--- src/rtl/core/maa_pkg.sv ---
// ----------------------------------------------------------------------------
// maa_pkg
// Constants, codes and tables shared by the Metropolis acceptance engine.
// ----------------------------------------------------------------------------
`timescale 1ns / 1ps

package maa_pkg;

  // Fixed-point format of energies and temperatures
  localparam int unsigned FRAC_BITS       = 16;
  localparam int unsigned PROB_BITS_DEF   = 16;
  localparam int unsigned COUNT_WIDTH_DEF = 32;

  localparam int unsigned TEMP_BITS = 32;
  localparam int unsigned STEP_BITS = 31;
  localparam int unsigned RND_BITS  = 16;

  // Ratio delta/T in Q16, limited below 32.0
  localparam int unsigned X_FRAC    = 16;
  localparam int unsigned X_BITS    = 21;
  localparam int unsigned OVF_SHIFT = X_BITS - X_FRAC;

  // Range reduction by ln 2
  localparam int unsigned N_BITS = 6;
  localparam int unsigned R_BITS = 16;
  localparam int unsigned L_BITS = 17;
  localparam logic [L_BITS-1:0] LN2_Q16 = 17'd45426;

  // Horner evaluation of exp(-r) in Q30
  localparam int unsigned Q30_FRAC     = 30;
  localparam int unsigned ACC_BITS     = 31;
  localparam int unsigned HORNER_TERMS = 8;
  localparam int unsigned K_BITS       = 4;
  localparam int unsigned RECIP_SHIFT  = 33;
  localparam int unsigned RECIP_BITS   = 33;
  localparam logic [ACC_BITS-1:0] Q30_ONE = 31'h4000_0000;

  // Reset and special values
  localparam logic signed [TEMP_BITS-1:0] START_TEMP_RST = 32'sd6554;
  localparam logic signed [TEMP_BITS-1:0] TEMP_ONE = 32'sd1 <<< FRAC_BITS;
  localparam logic signed [TEMP_BITS-1:0] TEMP_MIN = {1'b1, 31'b0};
  localparam logic [63:0] LOWEST_RAW = 64'd1000000 << FRAC_BITS;
  localparam logic signed [TEMP_BITS-1:0] LOWEST_INIT =
    (LOWEST_RAW > 64'h7FFF_FFFF) ? 32'sh7FFF_FFFF : LOWEST_RAW[31:0];

  // Input codes
  localparam logic       MODE_START = 1'b0;
  localparam logic [1:0] MS_MADE    = 2'd0;
  localparam logic [1:0] MS_ERROR   = 2'd2;

  // Decision codes
  localparam logic [2:0] DEC_REJECT   = 3'd0;
  localparam logic [2:0] DEC_DOWNHILL = 3'd1;
  localparam logic [2:0] DEC_UPHILL   = 3'd2;
  localparam logic [2:0] DEC_SKIP     = 3'd3;
  localparam logic [2:0] DEC_IDLE     = 3'd4;

  // Register indexes
  localparam logic REG_START_TEMP = 1'b0;
  localparam logic REG_COOL_STEP  = 1'b1;

  // ceil(2^33 / k): exact floor(p / k) for p < 2^30 after a shift by 33
  function automatic logic [RECIP_BITS-1:0] horner_recip(input logic [K_BITS-1:0] k);
    logic [RECIP_BITS-1:0] m;
    unique case (k)
      4'd2:    m = 33'd4294967296;
      4'd3:    m = 33'd2863311531;
      4'd4:    m = 33'd2147483648;
      4'd5:    m = 33'd1717986919;
      4'd6:    m = 33'd1431655766;
      4'd7:    m = 33'd1227133514;
      4'd8:    m = 33'd1073741824;
      default: m = '0;
    endcase
    return m;
  endfunction

endpackage

--- src/rtl/core/maa_serdiv.sv ---
// ----------------------------------------------------------------------------
// maa_serdiv
// Restoring divider, one quotient bit per cycle. The dividend bits are shifted
// in MSB first from a shift register that collects the quotient at its tail.
// ----------------------------------------------------------------------------
`timescale 1ns / 1ps

module maa_serdiv #(
  parameter int unsigned QW = maa_pkg::X_BITS,
  parameter int unsigned RW = maa_pkg::TEMP_BITS
) (
  input  logic          clk_i,
  input  logic          rst_ni,
  input  logic          start_i,
  input  logic [RW-1:0] rem_init_i,  // upper dividend part, below the divisor
  input  logic [QW-1:0] bits_i,      // lower dividend bits
  input  logic [RW-1:0] divisor_i,   // held stable while busy
  output logic          done_o,
  output logic [QW-1:0] quot_o,
  output logic [RW-1:0] rem_o
);

  localparam int unsigned CW = $clog2(QW + 1);

  logic          busy_q;
  logic          done_q;
  logic [CW-1:0] cnt_q;
  logic [RW-1:0] rem_q;
  logic [QW-1:0] sh_q;
  logic [RW-1:0] trial;
  logic          ge;

  // Partial remainder with the next dividend bit appended
  assign trial = {rem_q[RW-2:0], sh_q[QW-1]};
  assign ge    = trial >= divisor_i;

  always_ff @(posedge clk_i or negedge rst_ni) begin
    if (!rst_ni) begin
      busy_q <= 1'b0;
      done_q <= 1'b0;
      cnt_q  <= '0;
      rem_q  <= '0;
      sh_q   <= '0;
    end else begin
      done_q <= 1'b0;
      if (start_i) begin
        busy_q <= 1'b1;
        cnt_q  <= CW'(QW);
        rem_q  <= rem_init_i;
        sh_q   <= bits_i;
      end else if (busy_q) begin
        rem_q <= ge ? (trial - divisor_i) : trial;
        sh_q  <= {sh_q[QW-2:0], ge};
        cnt_q <= cnt_q - CW'(1);
        if (cnt_q == CW'(1)) begin
          busy_q <= 1'b0;
          done_q <= 1'b1;
        end
      end
    end
  end

  assign done_o = done_q;
  assign quot_o = sh_q;
  assign rem_o  = rem_q;

endmodule

--- src/rtl/core/maa_expo.sv ---
// ----------------------------------------------------------------------------
// maa_expo
// exp(-r) in Q30 by an eight-term Horner scheme on one shared multiply and
// reciprocal-divide step: each term runs a multiply phase, then a divide phase.
// ----------------------------------------------------------------------------
`timescale 1ns / 1ps

module maa_expo (
  input  logic                             clk_i,
  input  logic                             rst_ni,
  input  logic                             start_i,
  input  logic [maa_pkg::R_BITS-1:0]       r_i,     // reduced ratio, Q16, below ln 2
  output logic                             done_o,
  output logic [maa_pkg::ACC_BITS-1:0]     acc_o    // exp(-r), Q30
);

  localparam int unsigned PW = maa_pkg::R_BITS + maa_pkg::ACC_BITS;
  localparam int unsigned MW = maa_pkg::Q30_FRAC + maa_pkg::RECIP_BITS;

  typedef enum logic {
    PH_MUL,
    PH_DIV
  } phase_e;

  phase_e                           phase_q;
  logic                             busy_q;
  logic                             done_q;
  logic [maa_pkg::K_BITS-1:0]       k_q;
  logic [maa_pkg::R_BITS-1:0]       r_q;
  logic [maa_pkg::ACC_BITS-1:0]     acc_q;
  logic [PW-1:0]                    prod_q;

  logic [PW-1:0]                    prod_d;
  logic [maa_pkg::Q30_FRAC-1:0]     p;
  logic [MW-1:0]                    m;
  logic [maa_pkg::Q30_FRAC-1:0]     q;
  logic [maa_pkg::ACC_BITS-1:0]     acc_d;

  // r * acc; dropping 16 bits gives (r << 14) * acc >> 30
  assign prod_d = PW'(r_q) * PW'(acc_q);
  assign p      = prod_q[maa_pkg::R_BITS +: maa_pkg::Q30_FRAC];

  // Divide by k through its reciprocal, k = 1 passes straight
  assign m     = MW'(p) * MW'(maa_pkg::horner_recip(k_q));
  assign q     = (k_q == maa_pkg::K_BITS'(1)) ? p
                                               : m[maa_pkg::RECIP_SHIFT +: maa_pkg::Q30_FRAC];
  assign acc_d = maa_pkg::Q30_ONE - maa_pkg::ACC_BITS'(q);

  always_ff @(posedge clk_i or negedge rst_ni) begin
    if (!rst_ni) begin
      phase_q <= PH_MUL;
      busy_q  <= 1'b0;
      done_q  <= 1'b0;
      k_q     <= '0;
      r_q     <= '0;
      acc_q   <= '0;
      prod_q  <= '0;
    end else begin
      done_q <= 1'b0;
      if (start_i) begin
        busy_q  <= 1'b1;
        phase_q <= PH_MUL;
        k_q     <= maa_pkg::K_BITS'(maa_pkg::HORNER_TERMS);
        r_q     <= r_i;
        acc_q   <= maa_pkg::Q30_ONE;
      end else if (busy_q) begin
        unique case (phase_q)
          PH_MUL: begin
            prod_q  <= prod_d;
            phase_q <= PH_DIV;
          end
          PH_DIV: begin
            acc_q   <= acc_d;
            phase_q <= PH_MUL;
            if (k_q == maa_pkg::K_BITS'(1)) begin
              busy_q <= 1'b0;
              done_q <= 1'b1;
            end else begin
              k_q <= k_q - maa_pkg::K_BITS'(1);
            end
          end
          default: phase_q <= PH_MUL;
        endcase
      end
    end
  end

  assign done_o = done_q;
  assign acc_o  = acc_q;

endmodule

--- src/rtl/core/metropolis_anneal_accept.sv ---
// ----------------------------------------------------------------------------
// metropolis_anneal_accept
// Metropolis acceptance engine for simulated annealing with linear cooling.
// Input items (valid/ready) are either a start, which loads start_temp and
// arms the run, or a trial, which on an armed run cools the temperature by
// cool_step and judges one move from its two energies and a random fraction.
// Each item yields exactly one result on the output channel (valid/ready).
// Starts, skips and aborts go from the input straight to the result state;
// downhill keeps and far-uphill rejects pass through the evaluate state. An
// uphill move that needs the exponential runs in turn through the bit-serial
// delta/T divider, the ln 2 reduction and the Horner unit; one item is in
// flight at a time, so the next item is taken once the last has its result.
// The result sits in an output register; a stalled receiver holds it there
// while the next item is accepted and worked on, and that item waits in its
// final state until the register frees. Configuration writes take effect at
// once. Reset clears the counters, loads the lowest energy with 1000000
// saturated to 0x7FFFFFFF and leaves the run disarmed until the first start.
// ----------------------------------------------------------------------------
`timescale 1ns / 1ps

module metropolis_anneal_accept #(
  parameter int unsigned PROB_BITS   = maa_pkg::PROB_BITS_DEF,
  parameter int unsigned COUNT_WIDTH = maa_pkg::COUNT_WIDTH_DEF
) (
  input  logic               clk_i,
  input  logic               rst_ni,
  // configuration
  input  logic               cfg_we_i,
  input  logic               cfg_idx_i,
  input  logic [31:0]        cfg_wdata_i,
  // input items
  input  logic               in_valid_i,
  output logic               in_ready_o,
  input  logic               mode_i,
  input  logic signed [31:0] old_energy_i,
  input  logic signed [31:0] new_energy_i,
  input  logic [15:0]        random_fraction_i,
  input  logic [1:0]         move_status_i,
  // results
  output logic               out_valid_o,
  input  logic               out_ready_i,
  output logic [2:0]         decision_o,
  output logic               new_lowest_o,
  output logic signed [31:0] temperature_now_o,
  output logic signed [31:0] lowest_energy_o,
  output logic [31:0]        downhill_keeps_o,
  output logic [31:0]        uphill_keeps_o
);

  localparam int unsigned TW     = maa_pkg::TEMP_BITS;
  localparam int unsigned CMP_W  = PROB_BITS + maa_pkg::RND_BITS + 1;
  localparam int unsigned SH_W   = 7;
  localparam int unsigned PSHIFT = maa_pkg::Q30_FRAC - PROB_BITS;

  typedef enum logic [2:0] {
    ST_IDLE,
    ST_EVAL,
    ST_DIV,
    ST_SPLIT,
    ST_EXP,
    ST_RESULT
  } state_e;

  // Configuration registers
  logic signed [TW-1:0]             start_temp_q;
  logic [maa_pkg::STEP_BITS-1:0]    cool_step_q;

  // Engine state
  state_e                           state_q;
  logic signed [TW-1:0]             temp_q;
  logic signed [TW-1:0]             lowest_q;
  logic [COUNT_WIDTH-1:0]           dn_cnt_q;
  logic [COUNT_WIDTH-1:0]           up_cnt_q;
  logic                             first_q;
  logic                             active_q;

  // Trial operands and pending result
  logic signed [TW:0]               delta_q;
  logic signed [TW-1:0]             new_e_q;
  logic [maa_pkg::RND_BITS-1:0]     rnd_q;
  logic [maa_pkg::N_BITS-1:0]       n_q;
  logic [2:0]                       res_dec_q;
  logic                             res_newlow_q;

  // Output register
  logic                             out_valid_q;
  logic [2:0]                       dec_out_q;
  logic                             newlow_out_q;
  logic signed [TW-1:0]             temp_out_q;
  logic signed [TW-1:0]             low_out_q;
  logic [31:0]                      dn_out_q;
  logic [31:0]                      up_out_q;

  // Datapath
  logic signed [TW:0]               cooled_w;
  logic signed [TW-1:0]             cooled;
  logic signed [TW:0]               delta_w;
  logic                             delta_pos;
  logic                             dq_pos;
  logic                             ovf;
  logic                             div1_start;
  logic                             div1_done;
  logic [maa_pkg::X_BITS-1:0]       x;
  logic                             div2_start;
  logic                             div2_done;
  logic [maa_pkg::N_BITS-1:0]       n_w;
  logic [maa_pkg::L_BITS-1:0]       rem2;
  logic                             exp_start;
  logic                             exp_done;
  logic [maa_pkg::ACC_BITS-1:0]     exp_acc;
  logic [SH_W-1:0]                  amt;
  logic [maa_pkg::ACC_BITS-1:0]     prob_full;
  logic [CMP_W-1:0]                 lhs;
  logic [CMP_W-1:0]                 rhs;
  logic                             up_pass;
  logic                             keep_dn;
  logic                             keep_up;
  logic                             newlow;
  logic                             out_free;

  assign in_ready_o = (state_q == ST_IDLE);
  assign out_free   = !out_valid_q || out_ready_i;

  // Cooling step, saturating at the most negative value
  assign cooled_w = {temp_q[TW-1], temp_q} - {2'b00, cool_step_q};
  assign cooled   = (cooled_w[TW] && !cooled_w[TW-1]) ? maa_pkg::TEMP_MIN
                                                       : cooled_w[TW-1:0];

  // Energy change of the move
  assign delta_w   = {new_energy_i[TW-1], new_energy_i} - {old_energy_i[TW-1], old_energy_i};
  assign delta_pos = !delta_w[TW] && (delta_w[TW-1:0] != '0);
  assign dq_pos    = !delta_q[TW] && (delta_q[TW-1:0] != '0);

  // delta/T reaches 32.0 exactly when delta >= 32 * T
  assign ovf = {{maa_pkg::OVF_SHIFT{1'b0}}, delta_q[TW-1:0]}
               >= {temp_q, {maa_pkg::OVF_SHIFT{1'b0}}};

  assign div1_start = (state_q == ST_EVAL) && dq_pos && !ovf;
  assign div2_start = (state_q == ST_DIV) && div1_done;
  assign exp_start  = (state_q == ST_SPLIT) && div2_done;

  // x = floor(delta * 2^16 / T)
  maa_serdiv #(
    .QW (maa_pkg::X_BITS),
    .RW (TW)
  ) u_div_ratio (
    .clk_i      (clk_i),
    .rst_ni     (rst_ni),
    .start_i    (div1_start),
    .rem_init_i ({{maa_pkg::OVF_SHIFT{1'b0}}, delta_q[TW-1:maa_pkg::OVF_SHIFT]}),
    .bits_i     ({delta_q[maa_pkg::OVF_SHIFT-1:0], {maa_pkg::X_FRAC{1'b0}}}),
    .divisor_i  (temp_q),
    .done_o     (div1_done),
    .quot_o     (x),
    .rem_o      ()
  );

  // n = floor(x / ln 2), r = x - n * ln 2
  maa_serdiv #(
    .QW (maa_pkg::N_BITS),
    .RW (maa_pkg::L_BITS)
  ) u_div_ln2 (
    .clk_i      (clk_i),
    .rst_ni     (rst_ni),
    .start_i    (div2_start),
    .rem_init_i (maa_pkg::L_BITS'(x[maa_pkg::X_BITS-1:maa_pkg::N_BITS])),
    .bits_i     (x[maa_pkg::N_BITS-1:0]),
    .divisor_i  (maa_pkg::LN2_Q16),
    .done_o     (div2_done),
    .quot_o     (n_w),
    .rem_o      (rem2)
  );

  maa_expo u_expo (
    .clk_i   (clk_i),
    .rst_ni  (rst_ni),
    .start_i (exp_start),
    .r_i     (rem2[maa_pkg::R_BITS-1:0]),
    .done_o  (exp_done),
    .acc_o   (exp_acc)
  );

  // Probability by 2^-n, then the random compare
  assign amt       = SH_W'(PSHIFT) + SH_W'(n_q);
  assign prob_full = exp_acc >> amt;
  assign lhs       = CMP_W'(rnd_q) << PROB_BITS;
  assign rhs       = CMP_W'(prob_full[PROB_BITS:0]) << maa_pkg::RND_BITS;
  assign up_pass   = lhs < rhs;

  // Keep bookkeeping
  assign keep_dn = (state_q == ST_EVAL) && !dq_pos;
  assign keep_up = (state_q == ST_EXP) && exp_done && up_pass;
  assign newlow  = (keep_dn || keep_up) && (new_e_q < lowest_q);

  // Configuration writes
  always_ff @(posedge clk_i or negedge rst_ni) begin
    if (!rst_ni) begin
      start_temp_q <= maa_pkg::START_TEMP_RST;
      cool_step_q  <= '0;
    end else if (cfg_we_i) begin
      unique case (cfg_idx_i)
        maa_pkg::REG_START_TEMP: start_temp_q <= cfg_wdata_i;
        maa_pkg::REG_COOL_STEP:  cool_step_q  <= cfg_wdata_i[maa_pkg::STEP_BITS-1:0];
        default:                 cool_step_q  <= cool_step_q;
      endcase
    end
  end

  // Sequencer, engine state and output register
  always_ff @(posedge clk_i or negedge rst_ni) begin
    if (!rst_ni) begin
      state_q      <= ST_IDLE;
      temp_q       <= '0;
      lowest_q     <= maa_pkg::LOWEST_INIT;
      dn_cnt_q     <= '0;
      up_cnt_q     <= '0;
      first_q      <= 1'b1;
      active_q     <= 1'b0;
      delta_q      <= '0;
      new_e_q      <= '0;
      rnd_q        <= '0;
      n_q          <= '0;
      res_dec_q    <= maa_pkg::DEC_IDLE;
      res_newlow_q <= 1'b0;
      out_valid_q  <= 1'b0;
      dec_out_q    <= maa_pkg::DEC_IDLE;
      newlow_out_q <= 1'b0;
      temp_out_q   <= '0;
      low_out_q    <= '0;
      dn_out_q     <= '0;
      up_out_q     <= '0;
    end else begin
      if (out_ready_i) begin
        out_valid_q <= 1'b0;
      end

      unique case (state_q)
        ST_IDLE: begin
          if (in_valid_i) begin
            new_e_q      <= new_energy_i;
            rnd_q        <= random_fraction_i;
            delta_q      <= delta_w;
            res_newlow_q <= 1'b0;
            res_dec_q    <= maa_pkg::DEC_IDLE;
            state_q      <= ST_RESULT;
            if (mode_i == maa_pkg::MODE_START) begin
              temp_q   <= start_temp_q;
              active_q <= 1'b1;
              if (first_q) begin
                dn_cnt_q <= '0;
                up_cnt_q <= '0;
                lowest_q <= maa_pkg::LOWEST_INIT;
                first_q  <= 1'b0;
              end
            end else if (active_q) begin
              temp_q <= cooled;
              unique case (move_status_i)
                maa_pkg::MS_MADE: begin
                  res_dec_q <= maa_pkg::DEC_REJECT;
                  state_q   <= ST_EVAL;
                  // non-positive temperature on an uphill move becomes 1.0
                  if (delta_pos && (cooled[TW-1] || (cooled == '0))) begin
                    temp_q <= maa_pkg::TEMP_ONE;
                  end
                end
                maa_pkg::MS_ERROR: active_q  <= 1'b0;
                default:           res_dec_q <= maa_pkg::DEC_SKIP;
              endcase
            end
          end
        end

        ST_EVAL: begin
          if (!dq_pos) begin
            res_dec_q <= maa_pkg::DEC_DOWNHILL;
            state_q   <= ST_RESULT;
          end else if (ovf) begin
            state_q <= ST_RESULT;
          end else begin
            state_q <= ST_DIV;
          end
        end

        ST_DIV: begin
          if (div1_done) begin
            state_q <= ST_SPLIT;
          end
        end

        ST_SPLIT: begin
          if (div2_done) begin
            n_q     <= n_w;
            state_q <= ST_EXP;
          end
        end

        ST_EXP: begin
          if (exp_done) begin
            if (up_pass) begin
              res_dec_q <= maa_pkg::DEC_UPHILL;
            end
            state_q <= ST_RESULT;
          end
        end

        ST_RESULT: begin
          if (out_free) begin
            out_valid_q  <= 1'b1;
            dec_out_q    <= res_dec_q;
            newlow_out_q <= res_newlow_q;
            temp_out_q   <= temp_q;
            low_out_q    <= lowest_q;
            dn_out_q     <= 32'(dn_cnt_q);
            up_out_q     <= 32'(up_cnt_q);
            state_q      <= ST_IDLE;
          end
        end

        default: state_q <= ST_IDLE;
      endcase

      // Kept move: minimum tracking and keep counters
      if (newlow) begin
        lowest_q     <= new_e_q;
        res_newlow_q <= 1'b1;
      end
      if (keep_dn) begin
        dn_cnt_q <= dn_cnt_q + COUNT_WIDTH'(1);
      end
      if (keep_up) begin
        up_cnt_q <= up_cnt_q + COUNT_WIDTH'(1);
      end
    end
  end

  assign out_valid_o       = out_valid_q;
  assign decision_o        = dec_out_q;
  assign new_lowest_o      = newlow_out_q;
  assign temperature_now_o = temp_out_q;
  assign lowest_energy_o   = low_out_q;
  assign downhill_keeps_o  = dn_out_q;
  assign uphill_keeps_o    = up_out_q;

endmodule

--- config.mk ---
export PLATFORM = sky130hd
export DESIGN_NAME = metropolis_anneal_accept
export DESIGN_NICKNAME = d
export VERILOG_FILES = /design/src/rtl/core/maa_pkg.sv /design/src/rtl/core/maa_serdiv.sv /design/src/rtl/core/maa_expo.sv /design/src/rtl/core/metropolis_anneal_accept.sv
export SDC_FILE = /design/constraint.sdc
export NUM_CORES = 2
export LEC_CHECK = 0
export BUFFER_PORTS_ARGS = -buffer_cell sky130_fd_sc_hd__buf_4
export CAP_MARGIN = 5
export CORE_UTILIZATION = 66
export DETAILED_ROUTE_END_ITERATION = 6
export GPL_ROUTABILITY_DRIVEN = 0
export PLACE_DENSITY = 0.84
export SLEW_MARGIN = 10
export SYNTH_ARGS = -nofsm -noshare
export SYNTH_HDL_FRONTEND = slang
export SYNTH_SLANG_ARGS = --single-unit
--- constraint.sdc ---
create_clock -name clk_i -period 22.5 [get_ports clk_i]
set_input_delay 1.125 -clock clk_i [delete_from_list [all_inputs] [get_ports clk_i]]
set_output_delay 1.125 -clock clk_i [all_outputs]
set_load 0.1 [all_outputs]
==> impl_metrics.tcl <==
set metrics [dict create \
    arrival_ns 11.74 \
    layout-drive-gt1-share_pct 10.06 \
    irDropWorstVdd_uv 144.3 \
    cts_resized 0 \
    crit_type "flip-flop to flip-flop" \
    rsz0062_at_grt "no" \
    muxShareOfSynthArea_pct 4.972 \
    cp_data_required_time_ns 23.06 \
    area_growth_pct 7.136 \
    min_period_over_period_pct 49.71 \
    r2r-start "u_expo.k_q[0]" \
    viasPerCell 6.274 \
    outcome "completed" \
    die_w_um 332.2 \
    netlist_top_cells_area "fa_1 (27%), dfrtp_1 (19%), ha_1 (10%)" \
    min_to "u_div_ln2.quot_o[3]" \
    route.detailed.drc 0 \
    r2r_slack_ns 11.31 \
    vias 58155 \
    routedWlPerCell_um 22.26 \
    cts.path.max_buffers 3 \
    synthFlopType "dfrtp_1" \
    synth_cells 7752 \
    grt_pass1_wl_mm 329.9 \
    ys_warn_count 0 \
    hold_viol_final 0 \
    numCtsBuffers 60 \
    finalSetupTns_ns 0 \
    synth_area_um2 71980 \
    cts_tree "yes" \
    clock-root-buffer "clkbuf_16" \
    total_leakage_power_nw 38.45 \
    first_global_vias 61339 \
    r2r_cells 36 \
    ant_nets 0 \
    rr_endpoint "u_expo.acc_o[29]" \
    die_area_um2 110400 \
    cts_sinks 590 \
    slew_headroom_pct 17.82 \
    numPortBuffers 254 \
    synth_xor_area_share_pct 2.726 \
    max_slew.worst_pin.slew_ns 1.233 \
    h-tree-depth 2 \
    worst_path_largest_cell_delay_ns 0.75 \
    drtIter0Drc 5782 \
    ys_types 104 \
    synthAdderAreaFrac_pct 37.91 \
    fp.coreArea_um2 107700 \
    die_y_um 332.2 \
    ys_seq_area_share_pct 20.58 \
    fmax_ghz 0.08940 \
    grt.total_usage_pct 38.08 \
    num_io_pins 255 \
    dpl.hpwl_mm 161.9 \
    cap_violations 0 \
    synth_compound_area_share_pct 10.65 \
    drtPass1Iterations 6 \
    num_rows 120 \
    synth_fp_nets 9462 \
    antenna_found_initial 6 \
    routed_wl_mm 206.4 \
    min_period_ns 11.19 \
    dp_cells 9150 \
    p_per_area_nw_per_um2 74.06 \
    synth_top_family_by_area "adder cells" \
    hold_depth 2 \
    drv_slew 0 \
    min-delay-path-class "flip-flop to flip-flop" \
    syn_avg_cell_area_um2 9.285 \
    clock_latency_ns 0.69 \
    gr-total-overflow 0 \
    finish.utilization_pct 71.63 \
    start_util_pct 66.86 \
    setup_viol 0 \
    hp-start "u_div_ratio.quot_o[3]" \
    cp_slowest_cell "a311oi_1" \
    fin_cells 9269 \
    start_kind "flip-flop" \
    postCtsSetupBuffers 0 \
    cts_hold_buf 0 \
    ys_seq_elements 590 \
    synth_largest_area_cell "fa_1" \
    fin_worst_skew_ns 0.09239 \
    cp_max_fo 38 \
    crit_top_cell "inv_1" \
    grt_max_degree 135 \
    yosysTopAreaCellShare_pct 27.42 \
    async_flop_share_pct 100.0 \
    nets 9519 \
    critPathCaptureType "flip-flop" \
    synth-simple-area-share_pct 14.62 \
    synth_edf_count 0 \
    clk_pin_slew_ns 0.06 \
]
[final cells by class]
class                           instances  area (um2)
Antenna cell                            5       12.51
Clock buffer                           86        1759
Clock inverter                         28       322.8
Fill cell                            7620       30540
Inverter                             1290        4842
Multi-Input combinational cell       5531       51070
Sequential cell                       590       14820
Tap cell                             1403        1755
Timing Repair Buffer                  336        2530
[worst max-delay path by stage]
stage,startpoint,depth (start not counted),to
after CTS,u_expo.k_q[0],37,u_expo.acc_o[29]
after global routing,u_expo.k_q[0],37,u_expo.acc_o[29]
after global placement,u_expo.k_q[0],37,u_expo.acc_o[29]
after floorplan,u_expo.k_q[3],36,u_expo.acc_o[29]
final,u_expo.k_q[0],36,u_expo.acc_o[29]
after detailed placement,u_expo.k_q[0],37,u_expo.acc_o[29]
[synth_stat cells (32+ instances only)]
cell type	n
o31ai_1	33
dfrtp_1	549
clkbuf_1	306
nand2_1	1046
a31oi_1	32
xnor2_1	131
nand4_1	64
o21ai_0	362
a21oi_1	283
nand3_1	127
nor2b_1	54
nor3_1	71
mux2i_1	92
nor3b_1	49
dfstp_2	41
o21a_1	39
ha_1	603
o211ai_1	42
fa_1	986
a21o_1	132
inv_1	1288
xor2_1	93
mux2_2	229
and2_1	261
and3_1	85
a211oi_1	55
nor2_1	258
[power by group]
group          total [mW]  internal, mW  switching, mW
logic                2.98          1.05           1.93
registers            1.69          1.40          0.295
clock network        1.03         0.585          0.450
[worst max-delay path, delay by kind of cell, from the launching register on]
family | cells | cell delay, ns
xor+xnor | 1 | 0.17
simple gates | 8 | 2.35
mux | 1 | 0.24
compound gates | 5 | 1.68
fa+ha+maj | 10 | 4.19
buf+inv | 11 | 1.98
flops | 1 | 0.42
[layout by cell type (no fill, tap or decap), drive strengths merged, types with 92 or more instances in the layout]
master	count
buf	336
xor2	93
a21oi	284
ha	603
inv	1293
o21ai	372
mux2i	92
nor2	258
dfrtp	549
xnor2	131
nand2	1046
mux2	230
fa	986
a21o	132
and2	262
nand3	127
[kinds of logic after synthesis]
group	count (synthesis)
AND/OR/NAND/NOR	2194
buffers and inverters	1631
adder cells (fa/ha/maj)	1589
AO/OA/AOI/OAI	1199
flip-flops	590
multiplexers	325
XOR/XNOR	224
[registers in the layout, summed over array words and instances (netlist names), 30 cells and up]
signal and cells:
cool_step_q 31, lowest_energy_o 32, delta_q 33, start_temp_q 32, u_expo.prod_q 30, downhill_keeps_o 32
new_e_q 32, temperature_now_o 32, uphill_keeps_o 32, lowest_q 32, temp_q 32, u_expo.acc_o 31
up_cnt_q 32, u_div_ratio.rem_o 31, dn_cnt_q 32
[metal layers]
metal	global-route usage [%]	vias to the layer above	share of wire [%]	wire, um
met4	25.36	4	7.8	16110
li1	-	25269	-	-
met3	8.723	960	11	22050
met5	0	-	0.014	28
met2	60.41	3457	46	94460
met1	46.75	28465	36	73710
[metrics by stage]
step                hold WS [ns]  power [mW]  setup WS [ns]  instance area, um2
finish                    0.4646       5.711          11.31               77110
global route              0.4829       6.040          10.92               77110
CTS                       0.4592       5.686          11.70               77100
detailed placement        0.4714       4.626          11.74               75020
global placement          0.4613       4.525          11.97               75020
floorplan                 0.4411       3.882          12.91               71980
Note: power is estimated with default switching activity, not from simulation.
